===== config.mk =====
export PLATFORM = sky130hd
export DESIGN_NAME = neural_activation_unit
export DESIGN_NICKNAME = d
export VERILOG_FILES = /design/src/design/nau_pkg.sv /design/src/design/nau_step.sv /design/src/design/nau_lin.sv /design/src/design/neural_activation_unit.sv
export VERILOG_INCLUDE_DIRS = /design/src /design/src/design
export SDC_FILE = /design/constraint.sdc
export NUM_CORES = 1
export LEC_CHECK = 0
export BUFFER_PORTS_ARGS = -buffer_cell sky130_fd_sc_hd__buf_2
export CAP_MARGIN = 20
export CORE_UTILIZATION = 47
export DETAILED_ROUTE_END_ITERATION = 6
export HOLD_SLACK_MARGIN = 0.15
export SYNTH_ARGS = -nofsm -noshare
export SYNTH_HDL_FRONTEND = slang
export SYNTH_SLANG_ARGS = --single-unit

===== constraint.sdc =====
create_clock -name clk -period 6.71 [get_ports clk]
set_clock_uncertainty 0.1 [all_clocks]
set_input_delay 1.342 -clock clk [delete_from_list [all_inputs] [get_ports clk]]
set_output_delay 1.342 -clock clk [all_outputs]
set_load 0.005 [all_outputs]

===== src/design/neural_activation_unit_defines.svh =====
// Assertion macros shared by the activation unit RTL.
`ifndef NEURAL_ACTIVATION_UNIT_DEFINES_SVH
`define NEURAL_ACTIVATION_UNIT_DEFINES_SVH

`ifndef SYNTHESIS

// Same-cycle implication, sampled on clk, off while arst_n is low
`define NAU_ASSERT_IMP(lbl, pre, con) \
	lbl: assert property (@(posedge clk) disable iff (!arst_n) (pre) |-> (con)) \
		else $error("activation unit check failed");

// Next-cycle implication, sampled on clk, off while arst_n is low
`define NAU_ASSERT_NXT(lbl, pre, con) \
	lbl: assert property (@(posedge clk) disable iff (!arst_n) (pre) |=> (con)) \
		else $error("activation unit check failed");

`else

`define NAU_ASSERT_IMP(lbl, pre, con)
`define NAU_ASSERT_NXT(lbl, pre, con)

`endif

`endif


===== src/design/nau_pkg.sv =====
// Shared types, constants and threshold tables of the activation unit.
package nau_pkg;

	localparam int DEF_DATA_WIDTH = 16;
	localparam int FRAC_BITS      = 8;
	localparam int ONE            = 1 << FRAC_BITS;
	localparam int HALF_ONE       = 1 << (FRAC_BITS - 1);
	localparam real INV_ONE       = 1.0 / real'(ONE);
	// one result bit per search step, plus one step for the full count
	localparam int SRCH_BITS      = FRAC_BITS;
	localparam int TAB_DEPTH      = ONE;
	// all thresholds stay below 8.0
	localparam int THR_W          = FRAC_BITS + 3;

	typedef enum logic [2:0] {
		MODE_RELU    = 3'd0,
		MODE_RELU6   = 3'd1,
		MODE_RELU1   = 3'd2,
		MODE_LEAKY6  = 3'd3,
		MODE_SIGMOID = 3'd4,
		MODE_TANH    = 3'd5
	} mode_t;

	typedef struct packed {
		logic  valid;
		mode_t mode;
		logic  neg;
	} ctl_t;

	typedef logic [THR_W-1:0] thr_tab_t [TAB_DEPTH];

	// width of the signed intermediate result ahead of saturation
	function automatic int res_width(int dw);
		return (dw > FRAC_BITS + 5) ? dw : FRAC_BITS + 5;
	endfunction

	// Smallest input magnitude whose sigmoid rounds to code HALF_ONE+1+i;
	// entries past the last code repeat the last threshold.
	function automatic thr_tab_t build_sig_tab();
		thr_tab_t tab;
		real      p;
		real      x;
		int       k;
		int       i;
		for (i = 0; i < TAB_DEPTH; i++) begin
			k = (i < HALF_ONE) ? HALF_ONE + 1 + i : ONE;
			p = (real'(k) - 0.5) * INV_ONE;
			x = real'(ONE) * ($ln(p) - $ln(1.0 - p));
			tab[i] = THR_W'(int'($ceil(x)));
		end
		return tab;
	endfunction

	// Smallest input magnitude whose tanh magnitude rounds to code 1+i.
	function automatic thr_tab_t build_tanh_tab();
		thr_tab_t tab;
		real      p;
		real      x;
		int       i;
		for (i = 0; i < TAB_DEPTH; i++) begin
			p = (real'(i) + 0.5) * INV_ONE;
			x = real'(HALF_ONE) * ($ln(1.0 + p) - $ln(1.0 - p));
			tab[i] = THR_W'(int'($ceil(x)));
		end
		return tab;
	endfunction

	localparam thr_tab_t SIG_TAB  = build_sig_tab();
	localparam thr_tab_t TANH_TAB = build_tanh_tab();

endpackage


===== src/design/nau_step.sv =====
// One stage of the threshold search: counts table entries at or below the magnitude.
module nau_step #(
	parameter int DATA_WIDTH = nau_pkg::DEF_DATA_WIDTH,
	parameter int STEP       = 0
) (
	input  logic                        clk,
	input  logic                        arst_n,
	input  nau_pkg::ctl_t               ctl_in,
	input  logic [DATA_WIDTH-1:0]       mag_in,
	input  logic [nau_pkg::SRCH_BITS:0] pos_in,
	output nau_pkg::ctl_t               ctl_s,
	output logic [DATA_WIDTH-1:0]       mag_s,
	output logic [nau_pkg::SRCH_BITS:0] pos_s
);

	localparam int PW = nau_pkg::SRCH_BITS + 1;
	localparam int CW = (DATA_WIDTH > nau_pkg::THR_W) ? DATA_WIDTH : nau_pkg::THR_W;
	localparam logic [PW:0] INC = (PW + 1)'(1 << STEP);
	localparam logic [PW:0] LIM = (PW + 1)'(nau_pkg::TAB_DEPTH);

	logic [PW:0]                      probe;
	logic [PW:0]                      probe_m1;
	logic [nau_pkg::SRCH_BITS-1:0]    idx;
	logic [nau_pkg::THR_W-1:0]        thr;
	logic                             take;
	logic [PW-1:0]                    pos_nxt;

	// probe the entry that would extend the count by 2^STEP
	always_comb begin
		probe    = {1'b0, pos_in} + INC;
		probe_m1 = probe - (PW + 1)'(1);
		idx      = probe_m1[nau_pkg::SRCH_BITS-1:0];
		thr      = (ctl_in.mode == nau_pkg::MODE_TANH) ? nau_pkg::TANH_TAB[idx]
			: nau_pkg::SIG_TAB[idx];
		take     = (probe <= LIM) && (CW'(thr) <= CW'(mag_in));
		pos_nxt  = take ? probe[PW-1:0] : pos_in;
	end

	// advance control
	always_ff @(posedge clk or negedge arst_n) begin
		if (!arst_n) begin
			ctl_s <= '0;
		end else begin
			ctl_s <= ctl_in;
		end
	end

	// advance payload
	always_ff @(posedge clk) begin
		mag_s <= mag_in;
		pos_s <= pos_nxt;
	end

endmodule


===== src/design/nau_lin.sv =====
// Piecewise-linear modes: relu, relu6, relu1 and leaky relu6, delayed to the search latency.
module nau_lin #(
	parameter int DATA_WIDTH = nau_pkg::DEF_DATA_WIDTH
) (
	input  logic                                               clk,
	input  nau_pkg::mode_t                                     mode,
	input  logic signed [DATA_WIDTH-1:0]                       q,
	output logic signed [nau_pkg::res_width(DATA_WIDTH)-1:0]   lin_res
);

	localparam int F     = nau_pkg::FRAC_BITS;
	localparam int RW    = nau_pkg::res_width(DATA_WIDTH);
	localparam int CW    = F + 3;
	localparam int SH6   = F + 3;
	localparam int P6W   = CW + SH6;
	localparam logic [SH6-1:0] MUL6 = SH6'((1 << SH6) / 6);
	localparam int SH10  = DATA_WIDTH;
	localparam int P10W  = DATA_WIDTH + SH10;
	localparam logic [63:0] MUL10 = (64'd1 << SH10) / 10;
	localparam logic signed [RW-1:0] SIX = RW'(6 * nau_pkg::ONE);
	localparam int DLY   = nau_pkg::SRCH_BITS - 1;

	logic signed [RW-1:0]         qx;
	logic signed [DATA_WIDTH:0]   qw;
	logic [CW-1:0]                c6;
	logic [CW-1:0]                num6;
	logic [DATA_WIDTH-1:0]        n5;
	logic [P6W-1:0]               prod6;
	logic [P10W-1:0]              prod10;

	nau_pkg::mode_t               mode_s2;
	logic signed [RW-1:0]         qx_s2;
	logic [CW-1:0]                c6_s2;
	logic [CW-1:0]                num6_s2;
	logic [DATA_WIDTH-1:0]        n5_s2;
	logic [P6W-1:0]               prod6_s2;
	logic [P10W-1:0]              prod10_s2;

	logic [CW-1:0]                qt6;
	logic [CW:0]                  rem6;
	logic [CW-1:0]                q6;
	logic [DATA_WIDTH-1:0]        qt10;
	logic [DATA_WIDTH:0]          rem10;
	logic [DATA_WIDTH-1:0]        q10;
	logic signed [RW-1:0]         res_b;

	logic signed [RW-1:0]         lin_s3;
	logic signed [RW-1:0]         lin_dly_s [DLY];

	// clamp to 0..6 and form both dividends with their reciprocal products
	always_comb begin
		qx = RW'(q);
		qw = (DATA_WIDTH + 1)'(q);
		if (qx < 0) begin
			c6 = '0;
		end else if (qx > SIX) begin
			c6 = SIX[CW-1:0];
		end else begin
			c6 = qx[CW-1:0];
		end
		num6   = c6 + CW'(3);
		n5     = DATA_WIDTH'(-qw + 5);
		prod6  = P6W'(num6) * P6W'(MUL6);
		prod10 = P10W'(n5) * P10W'(MUL10);
	end

	always_ff @(posedge clk) begin
		mode_s2   <= mode;
		qx_s2     <= qx;
		c6_s2     <= c6;
		num6_s2   <= num6;
		n5_s2     <= n5;
		prod6_s2  <= prod6;
		prod10_s2 <= prod10;
	end

	// correct each estimated quotient by at most one and pick the mode result
	always_comb begin
		qt6   = prod6_s2[P6W-1:SH6];
		rem6  = (CW + 1)'(num6_s2) - (CW + 1)'(qt6) * (CW + 1)'(6);
		q6    = (rem6 >= (CW + 1)'(6)) ? qt6 + CW'(1) : qt6;
		qt10  = prod10_s2[P10W-1:SH10];
		rem10 = (DATA_WIDTH + 1)'(n5_s2) - (DATA_WIDTH + 1)'(qt10) * (DATA_WIDTH + 1)'(10);
		q10   = (rem10 >= (DATA_WIDTH + 1)'(10)) ? qt10 + DATA_WIDTH'(1) : qt10;
		case (mode_s2)
			nau_pkg::MODE_RELU: begin
				res_b = (qx_s2 < 0) ? '0 : qx_s2;
			end
			nau_pkg::MODE_RELU6: begin
				res_b = RW'(c6_s2);
			end
			nau_pkg::MODE_RELU1: begin
				res_b = RW'(q6);
			end
			nau_pkg::MODE_LEAKY6: begin
				res_b = (qx_s2 <= 0) ? -RW'(q10) : RW'(c6_s2);
			end
			default: begin
				res_b = '0;
			end
		endcase
	end

	// hold the result until the search stages catch up
	always_ff @(posedge clk) begin
		lin_s3       <= res_b;
		lin_dly_s[0] <= lin_s3;
		for (int k = 1; k < DLY; k++) begin
			lin_dly_s[k] <= lin_dly_s[k-1];
		end
	end

	assign lin_res = lin_dly_s[DLY-1];

endmodule


===== src/design/neural_activation_unit.sv =====
// Top level of the activation unit: input stage, search chain, result merge.
//
// Channel   Signals                                   Transfer when
// input     start, busy, pre_activation               start high, busy low
// result    done, activated                           done high (one cycle)
// config    cfg_valid, cfg_ready, activation_mode     cfg_valid and cfg_ready high
//
// One item is taken every cycle; busy stays low.
// A result passes the input stage, the threshold search and the result register (data is Q8.8
// by default); the threshold search settles one bit of the output code per stage.
// Reset clears the valid bits and sets the mode to sigmoid; no memory needs clearing.
// Results cannot be held off, so the pipeline never stops.
`include "neural_activation_unit_defines.svh"

module neural_activation_unit #(
	parameter int DATA_WIDTH = nau_pkg::DEF_DATA_WIDTH
) (
	input  logic                         clk,
	input  logic                         arst_n,
	input  logic                         start,
	output logic                         busy,
	input  logic signed [DATA_WIDTH-1:0] pre_activation,
	output logic                         done,
	output logic signed [DATA_WIDTH-1:0] activated,
	input  logic                         cfg_valid,
	output logic                         cfg_ready,
	input  logic [2:0]                   activation_mode
);

	localparam int PW   = nau_pkg::SRCH_BITS + 1;
	localparam int LAST = nau_pkg::SRCH_BITS + 1;
	localparam int RW   = nau_pkg::res_width(DATA_WIDTH);
	localparam logic signed [RW-1:0] HALF_R = RW'(nau_pkg::HALF_ONE);
	localparam logic signed [DATA_WIDTH-1:0] SMAX = {1'b0, {(DATA_WIDTH - 1){1'b1}}};
	localparam logic signed [DATA_WIDTH-1:0] SMIN = {1'b1, {(DATA_WIDTH - 1){1'b0}}};

	nau_pkg::mode_t              mode_q;
	nau_pkg::ctl_t               ctl_s1;
	logic signed [DATA_WIDTH-1:0] q_s1;
	logic [DATA_WIDTH-1:0]       mag_s1;

	nau_pkg::ctl_t               ctl_c [LAST + 1];
	logic [DATA_WIDTH-1:0]       mag_c [LAST + 1];
	logic [PW-1:0]               pos_c [LAST + 1];

	logic signed [RW-1:0]        lin_res;
	logic [PW-1:0]               sig_cnt;
	logic signed [RW-1:0]        fv;
	logic signed [DATA_WIDTH-1:0] sat;

	logic                        done_q;
	logic signed [DATA_WIDTH-1:0] activated_q;

	assign busy      = 1'b0;
	assign cfg_ready = 1'b1;

	// mode register
	always_ff @(posedge clk or negedge arst_n) begin
		if (!arst_n) begin
			mode_q <= nau_pkg::MODE_SIGMOID;
		end else if (cfg_valid && cfg_ready) begin
			mode_q <= nau_pkg::mode_t'(activation_mode);
		end
	end

	// input stage: take the item, split sign and magnitude
	always_ff @(posedge clk or negedge arst_n) begin
		if (!arst_n) begin
			ctl_s1 <= '0;
		end else begin
			ctl_s1.valid <= start && !busy;
			ctl_s1.mode  <= mode_q;
			ctl_s1.neg   <= pre_activation[DATA_WIDTH-1];
		end
	end

	always_ff @(posedge clk) begin
		q_s1   <= pre_activation;
		mag_s1 <= pre_activation[DATA_WIDTH-1] ? DATA_WIDTH'(-pre_activation)
			: DATA_WIDTH'(pre_activation);
	end

	assign ctl_c[0] = ctl_s1;
	assign mag_c[0] = mag_s1;
	assign pos_c[0] = '0;

	// threshold search, widest step first
	for (genvar g = 0; g < LAST; g++) begin : g_step
		nau_step #(
			.DATA_WIDTH(DATA_WIDTH),
			.STEP      (nau_pkg::SRCH_BITS - g)
		) u_step (
			.clk   (clk),
			.arst_n(arst_n),
			.ctl_in(ctl_c[g]),
			.mag_in(mag_c[g]),
			.pos_in(pos_c[g]),
			.ctl_s (ctl_c[g+1]),
			.mag_s (mag_c[g+1]),
			.pos_s (pos_c[g+1])
		);
	end

	nau_lin #(
		.DATA_WIDTH(DATA_WIDTH)
	) u_lin (
		.clk    (clk),
		.mode   (ctl_s1.mode),
		.q      (q_s1),
		.lin_res(lin_res)
	);

	// merge the code count or linear result, then saturate
	always_comb begin
		sig_cnt = (pos_c[LAST] > PW'(nau_pkg::HALF_ONE)) ? PW'(nau_pkg::HALF_ONE)
			: pos_c[LAST];
		case (ctl_c[LAST].mode)
			nau_pkg::MODE_RELU, nau_pkg::MODE_RELU6, nau_pkg::MODE_RELU1,
			nau_pkg::MODE_LEAKY6: begin
				fv = lin_res;
			end
			nau_pkg::MODE_TANH: begin
				fv = ctl_c[LAST].neg ? -RW'(pos_c[LAST]) : RW'(pos_c[LAST]);
			end
			default: begin
				fv = ctl_c[LAST].neg ? HALF_R - RW'(sig_cnt) : HALF_R + RW'(sig_cnt);
			end
		endcase
		if (fv > RW'(SMAX)) begin
			sat = SMAX;
		end else if (fv < RW'(SMIN)) begin
			sat = SMIN;
		end else begin
			sat = fv[DATA_WIDTH-1:0];
		end
	end

	// result register: one-cycle strobe per transfer
	always_ff @(posedge clk or negedge arst_n) begin
		if (!arst_n) begin
			done_q <= 1'b0;
		end else begin
			done_q <= ctl_c[LAST].valid;
		end
	end

	always_ff @(posedge clk) begin
		activated_q <= sat;
	end

	assign done      = done_q;
	assign activated = activated_q;

	// checks
	`NAU_ASSERT_NXT(a_mode_write, cfg_valid && cfg_ready, 3'(mode_q) == $past(activation_mode))
	`NAU_ASSERT_IMP(a_zero_count, ctl_c[LAST].valid && mag_c[LAST] == '0, pos_c[LAST] == '0)
	`NAU_ASSERT_NXT(a_tanh_range, ctl_c[LAST].valid && ctl_c[LAST].mode == nau_pkg::MODE_TANH, done && activated >= -nau_pkg::ONE && activated <= nau_pkg::ONE)
	`NAU_ASSERT_NXT(a_relu_nonneg, ctl_c[LAST].valid && (ctl_c[LAST].mode == nau_pkg::MODE_RELU || ctl_c[LAST].mode == nau_pkg::MODE_RELU6 || ctl_c[LAST].mode == nau_pkg::MODE_RELU1), done && activated >= 0)

endmodule

## After elaboration in Yosys (flattened, before gate mapping)

Memory sizes are Yosys's and may differ from the RTL's.
Index checks and enable logic that the tools add are counted.
W data, S select, Z words.

| cells by class | value |
|---|---|
| $add $sub $neg | 28 |
| multipliers | 4 |
| $lt $le $gt $ge | 34 |
| equality and inequality tests | 16 |
| muxes and demuxes | 63 |
| bitwise gates (word level) | 8 |
| reductions and logical operators | 11 |

Operators with widths:

| operator | number |
|---|---|
| $mux W11 | 44 |
| $le A11 B16 Y1 | 9 |
| $mux W16 | 6 |
| $mux W9 | 10 |
| $le A10 B9 Y1 const B | 8 |
| $ge A9 B9 Y1 const B | 8 |
| $not A8 Y9 | 8 |
| $pmux W16 S4 | 1 |
| $sub A8 B1 Y8 const B | 8 |
| $neg A16 Y16 | 3 |
| $lt A16 B1 Y1 const B | 2 |
| $pmux W16 S2 | 1 |
| $eq A3 B3 Y1 const B | 10 |
| $mul A16 B13 Y29 const B | 1 |
| $add A9 B1 Y10 const B | 2 |
| $mul A11 B9 Y20 const B | 1 |
| $ge A17 B4 Y1 const B | 1 |
| $sub A16 B17 Y17 | 1 |
| $add A16 B4 Y16 const B | 1 |
| $gt A16 B12 Y1 const B | 1 |
| $gt A16 B16 Y1 const B | 1 |
| $le A16 B1 Y1 const B | 1 |
| $lt A16 B16 Y1 const B | 1 |
| $mul A13 B3 Y16 const B | 1 |
| 22 further kinds | 34 |

| storage, ports and cells | value |
|---|---|
| register bits | 433 |
| bits in writable memories | 112 |
| memory bits (read-only) | 45056 |
| output and inout port bits | 19 |
| word-level logic and storage cells | 242 |
| memories | 17 |

Memories:

| name | depth | bits a word | rd ports | clocked after memory_dff | write ports | line | RTL |
|---|---|---|---|---|---|---|---|
| (no name shown) | 256 | 11 | 1 | 0 | 0 | nau_step.sv:33 | `thr = (ctl_in.mode == nau_pkg::MODE_TANH) ? nau_pkg::TANH_TAB[idx]` |
| (no name shown) | 256 | 11 | 1 | 0 | 0 | nau_step.sv:34 | `: nau_pkg::SIG_TAB[idx];` |
| (no name shown) | 256 | 11 | 1 | 0 | 0 | nau_step.sv:33 |  |
| (no name shown) | 256 | 11 | 1 | 0 | 0 | nau_step.sv:34 |  |
| (no name shown) | 256 | 11 | 1 | 0 | 0 | nau_step.sv:33 |  |
| (no name shown) | 256 | 11 | 1 | 0 | 0 | nau_step.sv:34 |  |
| 11 more memories | -- | -- | -- | -- | -- | -- |  |

## Depth between registers and ports, before layout

Gate-level depths: netlist of the first run.

| logic depth | value |
|---|---|
| word-level depth | 10 |
| mapped depth | 32 |
| depth with buffers taken out | 30 |

## Hierarchy

A second synthesis of the first run with hierarchy kept.

| second synthesis, totals | value |
|---|---|
| cell total of the unflattened synthesis | 8366 |
| area, all modules | 61761.7 µm² |

Modules (own cells, without submodules):

| module | times used | cells each | area an instance (µm²) | sequential area each (µm²) |
|---|---|---|---|---|
| nau_lin | 1 | 1191 | 12530.8 | 4083.9 |
| nau_step at g_step[8].u_step | 1 | 821 | 5476.5 | 625.6 |
| nau_step at g_step[3].u_step | 1 | 787 | 5397.7 | 625.6 |
| nau_step at g_step[5].u_step | 1 | 765 | 5312.6 | 625.6 |
| nau_step at g_step[7].u_step | 1 | 773 | 5242.5 | 625.6 |
| nau_step at g_step[1].u_step | 1 | 785 | 5198.7 | 625.6 |
| nau_step at g_step[4].u_step | 1 | 774 | 5182.5 | 625.6 |
| nau_step at g_step[6].u_step | 1 | 761 | 5111.2 | 625.6 |
| nau_step at g_step[0].u_step | 1 | 756 | 5048.6 | 625.6 |
| nau_step at g_step[2].u_step | 1 | 745 | 5038.6 | 625.6 |
| neural_activation_unit | 1 | 208 | 2222.1 | 1167.4 |

## Worst setup path after synthesis of the first run

No wires, ideal clock.

| timing path | value |
|---|---|
| kind | flip-flop to flip-flop |
| from | register q_s1[3] |
| to | register u_lin.prod6_s2[19] |
| setup time | 0.072 ns |
| arrival time | 6.689 ns |
| data required time | 6.538 ns |
| slack | -0.151 ns |
| stages on the path, launching flop included | 29 |
| path buffers | 1 |
| clock period less this slack | 6.861 ns |
| path through | dfxtp_1 clkbuf_1 or4_1 nand4b_1 a311oi_2 nand2_1 ha_1 nor3b_1 and3_1 nor2_1 a31oi_1 ha_1 ha_1 ha_1 inv_1 fa_1 inv_1 ha_1 and4b_1 o21a_1 o21a_1 o21a_1 o21a_1 o21a_1 o41ai_1 o2111ai_1 a21o_1 a21oi_1 xor2_1 |

| on the way | value |
|---|---|
| cells in the longest elaborated chain, start to end | 5 |

Ends and longest elaborated chain:

| what | line | RTL |
|---|---|---|
| start: declaration | neural_activation_unit.sv:39 | `logic signed [DATA_WIDTH-1:0] q_s1;` |
| start signal: assignment | neural_activation_unit.sv:78 | `q_s1 <= pre_activation;` |
| $gt A16 B12 Y1 | nau_lin.sv:56 | `end else if (qx > SIX) begin` |
| $mux W11 | nau_lin.sv:56 |  |
| $mux W11 (*) | nau_lin.sv:54 | `if (qx < 0) begin` |
| $add A11 B2 Y11 (*) | nau_lin.sv:61 | `num6 = c6 + CW'(3);` |
| via u_lin.num6[0] | nau_lin.sv:26 | `logic [CW-1:0] num6;` |
| $mul A11 B9 Y20 (*) | nau_lin.sv:63 | `prod6 = P6W'(num6) * P6W'(MUL6);` |
| via u_lin.prod6[19] | nau_lin.sv:28 | `logic [P6W-1:0] prod6;` |
| end signal: assignment | nau_lin.sv:73 | `prod6_s2 <= prod6;` |
| end: declaration | nau_lin.sv:36 | `logic [P6W-1:0] prod6_s2;` |

The timed path passes the listed nets; every way through them passes the cells marked *.
A chain may end at the register's enable or synchronous reset.

## Worst setup path in the final report of the first run

| timing path | value |
|---|---|
| from | register q_s1[5] |
| to | register u_lin.prod6_s2[19] |

Same word-level chain as after synthesis.

==> results of run 1 <==
[cells in the mapped netlist, types with 10 or more instances]
cell type	count
a211oi_1	27
a21o_1	34
a21oi_1	176
a221oi_1	11
a22oi_1	12
a31oi_1	32
and2_1	20
and3_1	23
clkbuf_1	99
dfrtp_1	53
dfxtp_1	423
fa_1	82
ha_1	339
inv_1	256
mux2i_1	12
nand2_1	181
nand2b_1	31
nand3_1	45
nand4_1	35
nor2_1	182
nor2b_1	38
nor3_1	54
nor3b_1	11
nor4_1	12
o211ai_1	22
o21a_1	66
o21ai_0	140
o21bai_1	10
o221ai_1	11
o22ai_1	10
o311ai_0	10
o31ai_1	20
or2_2	17
or3_1	18
or4_1	20
xnor2_1	72
xor2_1	44
[final cells by class]
type                    instances  area [sq um]  area share (%)
multi-input cells            1953         15400            52.2
flip-flops and latches        477          9830            33.4
clock buffers                  68          1390            4.71
inverters                     258           968            3.29
well taps                     748           936            3.18
repair buffers                109           721            2.45
clock inverters                19           238           0.808
[registers in the layout, summed over array words and instances (netlist names), 9 cells and up]
name                 cells
g_step.u_step.mag_s    127
u_lin.lin_dly_s        112
g_step.u_step.ctl_s     45
g_step.u_step.pos_s     45
activated               16
q_s1                    16
u_lin.lin_s3            16
u_lin.qx_s2             16
mag_s1                  15
u_lin.n5_s2             14
u_lin.prod10_s2         13
u_lin.c6_s2             11
u_lin.num6_s2           10
u_lin.prod6_s2           9
[power groups by stage]
stage | Sequential (uW) | Clock (uW) | Combinational (uW)
after floorplan | 3360 | 0 | 4150
after global placement | 3500 | 0 | 5210
after detailed placement | 3500 | 0 | 5300
after CTS | 3440 | 2720 | 5360
after global routing | 3470 | 2860 | 6040
final | 3450 | 2650 | 5370
[logic make-up (layout without fill, tap and decap cells)]
group / after synthesis / count (layout)
AO/OA/AOI/OAI: 676 / 676
XOR/XNOR: 116 / 116
adder cells (fa/ha/maj): 421 / 421
buffers and inverters: 371 / 454
flip-flops: 477 / 477
multiplexers: 25 / 25
other: 2 / 2
AND/OR/NAND/NOR: 713 / 713
[worst max-delay path: stages, from the launching register on]
cell	delay [ns]
dfxtp_2	0.32
or4_4	0.54
nand4b_1	0.21
a311oi_2	0.40
nand2_1	0.14
ha_2	0.23
nor3b_2	0.23
and3_4	0.27
nor2_4	0.05
a31oi_4	0.19
ha_4	0.23
ha_1	0.27
ha_1	0.27
inv_1	0.04
fa_1	0.48
inv_1	0.04
ha_1	0.26
and4b_1	0.17
o21a_1	0.18
o21a_1	0.17
o21a_1	0.19
o21a_1	0.21
o21a_4	0.24
o41ai_4	0.34
o2111ai_2	0.16
a21o_1	0.21
a21oi_2	0.15
xor2_1	0.14
[worst min path at each step]
| stage | from | end |
|---|---|---|
| global placement | u_lin.lin_dly_s[3][8] | u_lin.lin_dly_s[4][8] |
| floorplan | u_lin.lin_s3[0] | u_lin.lin_dly_s[0][0] |
| finish | g_step[1].u_step.mag_s[15] | g_step[2].u_step.mag_s[15] |
| detailed placement | u_lin.lin_s3[15] | u_lin.lin_dly_s[0][15] |
| CTS | g_step[1].u_step.mag_s[15] | g_step[2].u_step.mag_s[15] |
| global route | u_lin.lin_dly_s[4][0] | u_lin.lin_dly_s[5][0] |
[metal layers]
metal | up-vias | global-route usage [%] | share of wire [%] | routed length (um)
met5 | - | 0 | 0 | 0
met4 | 0 | 8.84 | 3.7 | 2380
met3 | 147 | 2.54 | 3.6 | 2320
met2 | 477 | 41.0 | 51 | 32400
met1 | 9563 | 27.2 | 42 | 27000
li1 | 9922 | - | - | -
[what timing repair did]
item | CTS | global route
setup endpoints to repair | 1 | 14
gates resized for setup | 1 | 26
buffers inserted | 0 | 11
hold buffers | 0 | 0
pin swaps | 1 | 25
[through the flow]
stage	area [sq um]	setup slack (ns)	util [%]	setup TNS, ns
finish	29400	0.222	53.2	0
global route	29400	-0.0742	53.2	-0.128
CTS	29200	0.0326	52.9	0
detailed placement	27600	0.0135	49.9	0
global placement	27600	0.0605	49.9	0
floorplan	26500	0.00385	-	0
==> reports/metrics.yaml, run 1 <==
outcome:
  status: "finished, violations left"
  violations: "DRC"
synth:
  synth-main-ff-cell: "dfxtp_1"
  synthAdderAreaFrac_pct: 22.2
  synth_area_leaders: "dfxtp_1, ha_1, fa_1"
  synth-seq-area-share_pct: 37.1
  syn_nets: 3245
  yosysTopAreaCell: "dfxtp_1"
  synth.area.mux_share_pct: 1.35
  synth_cell_type_count: 95
  syn_area_sq_um: 26500
  yosys.area_share.xor_xnor_pct: 3.84
  synth_edf_count: 0
  yosys.area_share.simple_pct: 13.4
  synth_compound_area_share_pct: 16.7
  ys_seq_elements: 477
  synth_top_family_by_area: "adder cells"
  synth_cells: 2801
  ys_warn_count: 0
  postSynthAreaPerCell_sq_um: 9.45
  ys_async_sr_fraction_pct: 11.3
  synth_top_area_share_pct: 32.0
grt:
  antenna_found_initial: 0
  grt_start_max_net_pins: 55
  grt_use_total_pct: 22.6
  grt_remaining_overflow: 0
  grt_pass1_wl_um: 104000
  grt_pass1_vias: 20200
sta:
  setup_viol: 0
  fin_crit_ns: 6.49
  timing.hold.ws_ns: 0.222
  slew_headroom_pct: 30.3
  worstMarginPinSlew_ns: 1.04
  fmax_ghz: 0.154
  slew_violations: 0
  period_share_pct: 96.7
  finalHoldViolCount: 0
worst_setup_path:
  r2r-start: "q_s1[5]"
  crit_start: "q_s1[5]"
  worstReg2RegEnd: "u_lin.prod6_s2[19]"
  cp_data_arrival_time_ns: 6.91
  reg2reg_setup_slack_ns: 0.22
  worst-path-max-fanout: 4
  criticalPathCategory: "register to register"
  cp-start-kind: "register"
  cp-end-kind: "register"
  rr_worst_depth: 27
  cp.required_ns: 7.13
  endpoint: "u_lin.prod6_s2[19]"
pwr:
  ir_worst_vdd_mv: 0.338
  power_frac_comb_pct: 46.9
  p_switching_uw: 4400
  power_frac_seq_pct: 30.1
  leakagePower_uw: 0.0132
  p_clk_share_pct: 23.1
  p_sw_share_pct: 38.4
  fin_total_pwr_uw: 11500
  internal_power_uw: 7070
  p_per_area_nw_per_um2: 389
layout:
  final_common_cell: "dfxtp_1"
  layout.cells.non_filler: 3632
  nets: 3291
  fillCellCount: 5071
  n_antenna_cell: 0
  area_delta_synth_final_pct: 11.3
  post_route_cells_drive_above_1_share_pct: 8.88
  final_cell_mix: "dfxtp_1, ha_1, inv_1"
die:
  die_x_um: 239
  die_area_sq_um: 57200
  core_area_sq_um: 55300
  io_pins: 42
  initial_core_util_pct: 47.8
  die_h_um: 239
  row_count: 86
routing:
  postRouteAntennaNets: 0
  drc: 2
  drtIter0Drc: 1306
  via_per_inst: 5.54
  wirelength_um: 64200
  first_pass_iters: 7
  wire_per_inst_um: 17.7
  routed-via-count: 20100
clocking:
  clkTransAtPathRegs_ns: 0.06
  htree_levels: 2
  clkSinkCount: 477
  clockRootBuffer: "clkbuf_16"
  insertion_delay_ns: 0.61
  cts_tree: "done"
  cts_buffer_depth: 3
  cts_made_buffers: 48
run:
  maxCapViolCount: 0
placement:
  io_buffers: 39
  gp_congestion: 0.931
  dpl.cell_count: 3535
  dp_hpwl_um: 49700
min_path:
  hold_depth: 0
  hp-class: "register to register"
No activity file was read; power rests on OpenSTA's default activity.
==> inputs of run 2 (changes only) <==
--- a/config.mk
+++ b/config.mk
@@ -11,2 +11,3 @@
 export CORE_UTILIZATION = 47
+export CTS_BUF_LIST = sky130_fd_sc_hd__clkbuf_4
 export DETAILED_ROUTE_END_ITERATION = 6
--- a/constraint.sdc
+++ b/constraint.sdc
@@ -4,2 +4,2 @@
 set_output_delay 1.342 -clock clk [all_outputs]
-set_load 0.005 [all_outputs]
+set_load 0.05 [all_outputs]
==> run 2 against run 1 <==
Against the previous run: the run now ends clean; combinational power rose by 1%; critical endpoint unchanged; final area down 0.41%; first-iteration DRC count rose by 1.8%; utilization shrank 0.22 points; via count up 1.8%; non-clock buffer count is 1 lower; sequential share of layout area increased by 0.14 points; global-route usage grew 0.20 points; clock-buffer cell count increased by 105; largest cell class unchanged; flip-flop and latch count is the same; wire length increased by 0.24%; die area is the same.
==> reports/metrics.yaml, run 2 (synthesis results as in run 1) <==
pwr:
  p_sw_share_pct: 39.4
  ir_worst_vdd_mv: 0.325
  internal_power_uw: 6830
  p_per_area_nw_per_um2: 385
  p_switching_uw: 4450
  power_frac_comb_pct: 48.1
  power_frac_seq_pct: 30.5
  p_clk_share_pct: 21.4
  leakagePower_uw: 0.0134
die:
  io_pins: 42
  initial_core_util_pct: 47.8
  die_x_um: 239
  die_area_sq_um: 57200
  die_h_um: 239
  row_count: 86
  core_area_sq_um: 55300
clocking:
  insertion_delay_ns: 0.87
  cts_hold_buf: 0
  cts_made_buffers: 115
  htree_levels: 3
  cts_tree: "done"
  cts_buffer_depth: 3
  clockRootBuffer: "clkbuf_4"
  clkSinkCount: 477
  clkTransAtPathRegs_ns: 0.07
sta:
  timing.hold.ws_ns: 0.216
  worstMarginPinSlew_ns: 1.03
  slew_headroom_pct: 30.5
  setup_viol: 0
  period_share_pct: 96.3
  fin_crit_ns: 6.46
  finalHoldViolCount: 0
  slew_violations: 0
  fmax_ghz: 0.155
layout:
  fin_util_pct: 53.0
  post_route_cells_drive_above_1_share_pct: 11.9
  final_common_cell: "dfxtp_1"
  largest_reg_flops: 127
  top_register: "g_step.u_step.mag_s"
  nets: 3357
  layout.cells.non_filler: 3748
  top_regs: "g_step.u_step.mag_s: 127 flops, u_lin.lin_dly_s: 112 flops"
  final_cell_mix: "dfxtp_1, ha_1, inv_1"
  area_delta_synth_final_pct: 10.8
  fillCellCount: 5161
routing:
  postRouteAntennaNets: 0
  wire_per_inst_um: 17.2
  routed-via-count: 20500
  wirelength_um: 64300
  via_per_inst: 5.46
  drtIter0Drc: 1330
  drc: 0
  first_pass_iters: 5
grt:
  grt_pass1_wl_um: 105000
  antenna_found_initial: 3
  grt_use_total_pct: 22.8
  grt_pass1_vias: 20800
  grt_remaining_overflow: 0
  grt_start_max_net_pins: 55
worst_setup_path:
  path_depth: 27
  crit_buf_inv: 2
  rr_worst_depth: 27
  r2r-start: "q_s1[5]"
  worst-path-max-fanout: 4
  cp-end-kind: "register"
  max_stage_delay_ns: 0.54
  crit_path_top_delay_cell: "or4_4"
  criticalPathCategory: "register to register"
  cp-start-kind: "register"
  cp.required_ns: 7.40
  crit_start: "q_s1[5]"
  critPathTopFamily: "compound AO/OA/AOI/OAI gates"
  cp_data_arrival_time_ns: 7.15
placement:
  dp_hpwl_um: 49700
  gp_congestion: 0.931
  dpl.cell_count: 3535
  io_buffers: 39
min_path:
  hold_depth: 0
  min_from: "u_lin.lin_dly_s[3][13]"
  hp-class: "register to register"
run:
  maxCapViolCount: 0
outcome:
  status: "completed"
run 2: repair_timing:
| item | 4_1_cts | 5_1_grt |
|---|---|---|
| setup endpoints to repair | 1 | 10 |
| pin swaps | 1 | 24 |
| resized for setup | 0 | 19 |
| hold endpoints to repair | 0 | 0 |
| setup buffers | 0 | 10 |
run 2: layout make-up:
type	count	area, sq um	area share [%]
repair buffers	108	713	2.43
inverters	258	968	3.30
clock buffers	173	1300	4.43
multi-input cells	1953	15300	52.2
well taps	748	936	3.19
flip-flops and latches	477	9830	33.5
clock inverters	27	246	0.841
diodes	4	10.0	0.0341
run 2: final timing paths:
check                           slack [ns]                         to
max in group asynchronous             5.52  g_step[3].u_step.ctl_s[3]
worst max register to register        0.25         u_lin.prod6_s2[19]
worst min-delay path                  0.22     u_lin.lin_dly_s[4][13]
worst max-delay path                  0.25         u_lin.prod6_s2[19]
min in group asynchronous             0.51  g_step[0].u_step.ctl_s[2]
worst min register to register        0.22     u_lin.lin_dly_s[4][13]
run 2: worst reg2reg max path: cells and delay by family (launching register included):
family	cells	cell delay, ns
compound gates	11	2.42
xor+xnor	1	0.14
fa+ha+maj	6	1.79
buf+inv	2	0.08
flops	1	0.32
simple gates	7	1.56
run 2: routing by layer:
layer  share of wire, %  vias up  wire length (um)  GRT usage (%)
met5                  0        -                 0              0
met3                4.0      124              2570           3.49
met1                 42     9717             26700           26.7
met2                 51      506             33000           41.3
li1                   -    10100                 -              -
met4                3.1        0              1990           9.46
run 2: metrics by stage:
| step | setup TNS (ns) | cell area (sq um) | setup slack (ns) | power (uW) |
|---|---|---|---|---|
| after floorplan | 0 | 26500 | 0.00385 | 7560 |
| after global placement | 0 | 27600 | 0.0605 | 8760 |
| after CTS | 0 | 29200 | 0.0217 | 11400 |
| after detailed placement | 0 | 27600 | 0.0135 | 8850 |
| after global routing | -0.0422 | 29300 | -0.0313 | 12200 |
| final | 0 | 29300 | 0.251 | 11300 |
run 2: power groups by stage:
stage / sequential, uW / clock, uW / combinational (uW)
2_1_floorplan: 3410 / 0 / 4150
3_3_place_gp: 3500 / 0 / 5260
3_5_place_dp: 3500 / 0 / 5350
4_1_cts: 3440 / 2510 / 5410
5_1_grt: 3470 / 2670 / 6100
6_report: 3440 / 2410 / 5430
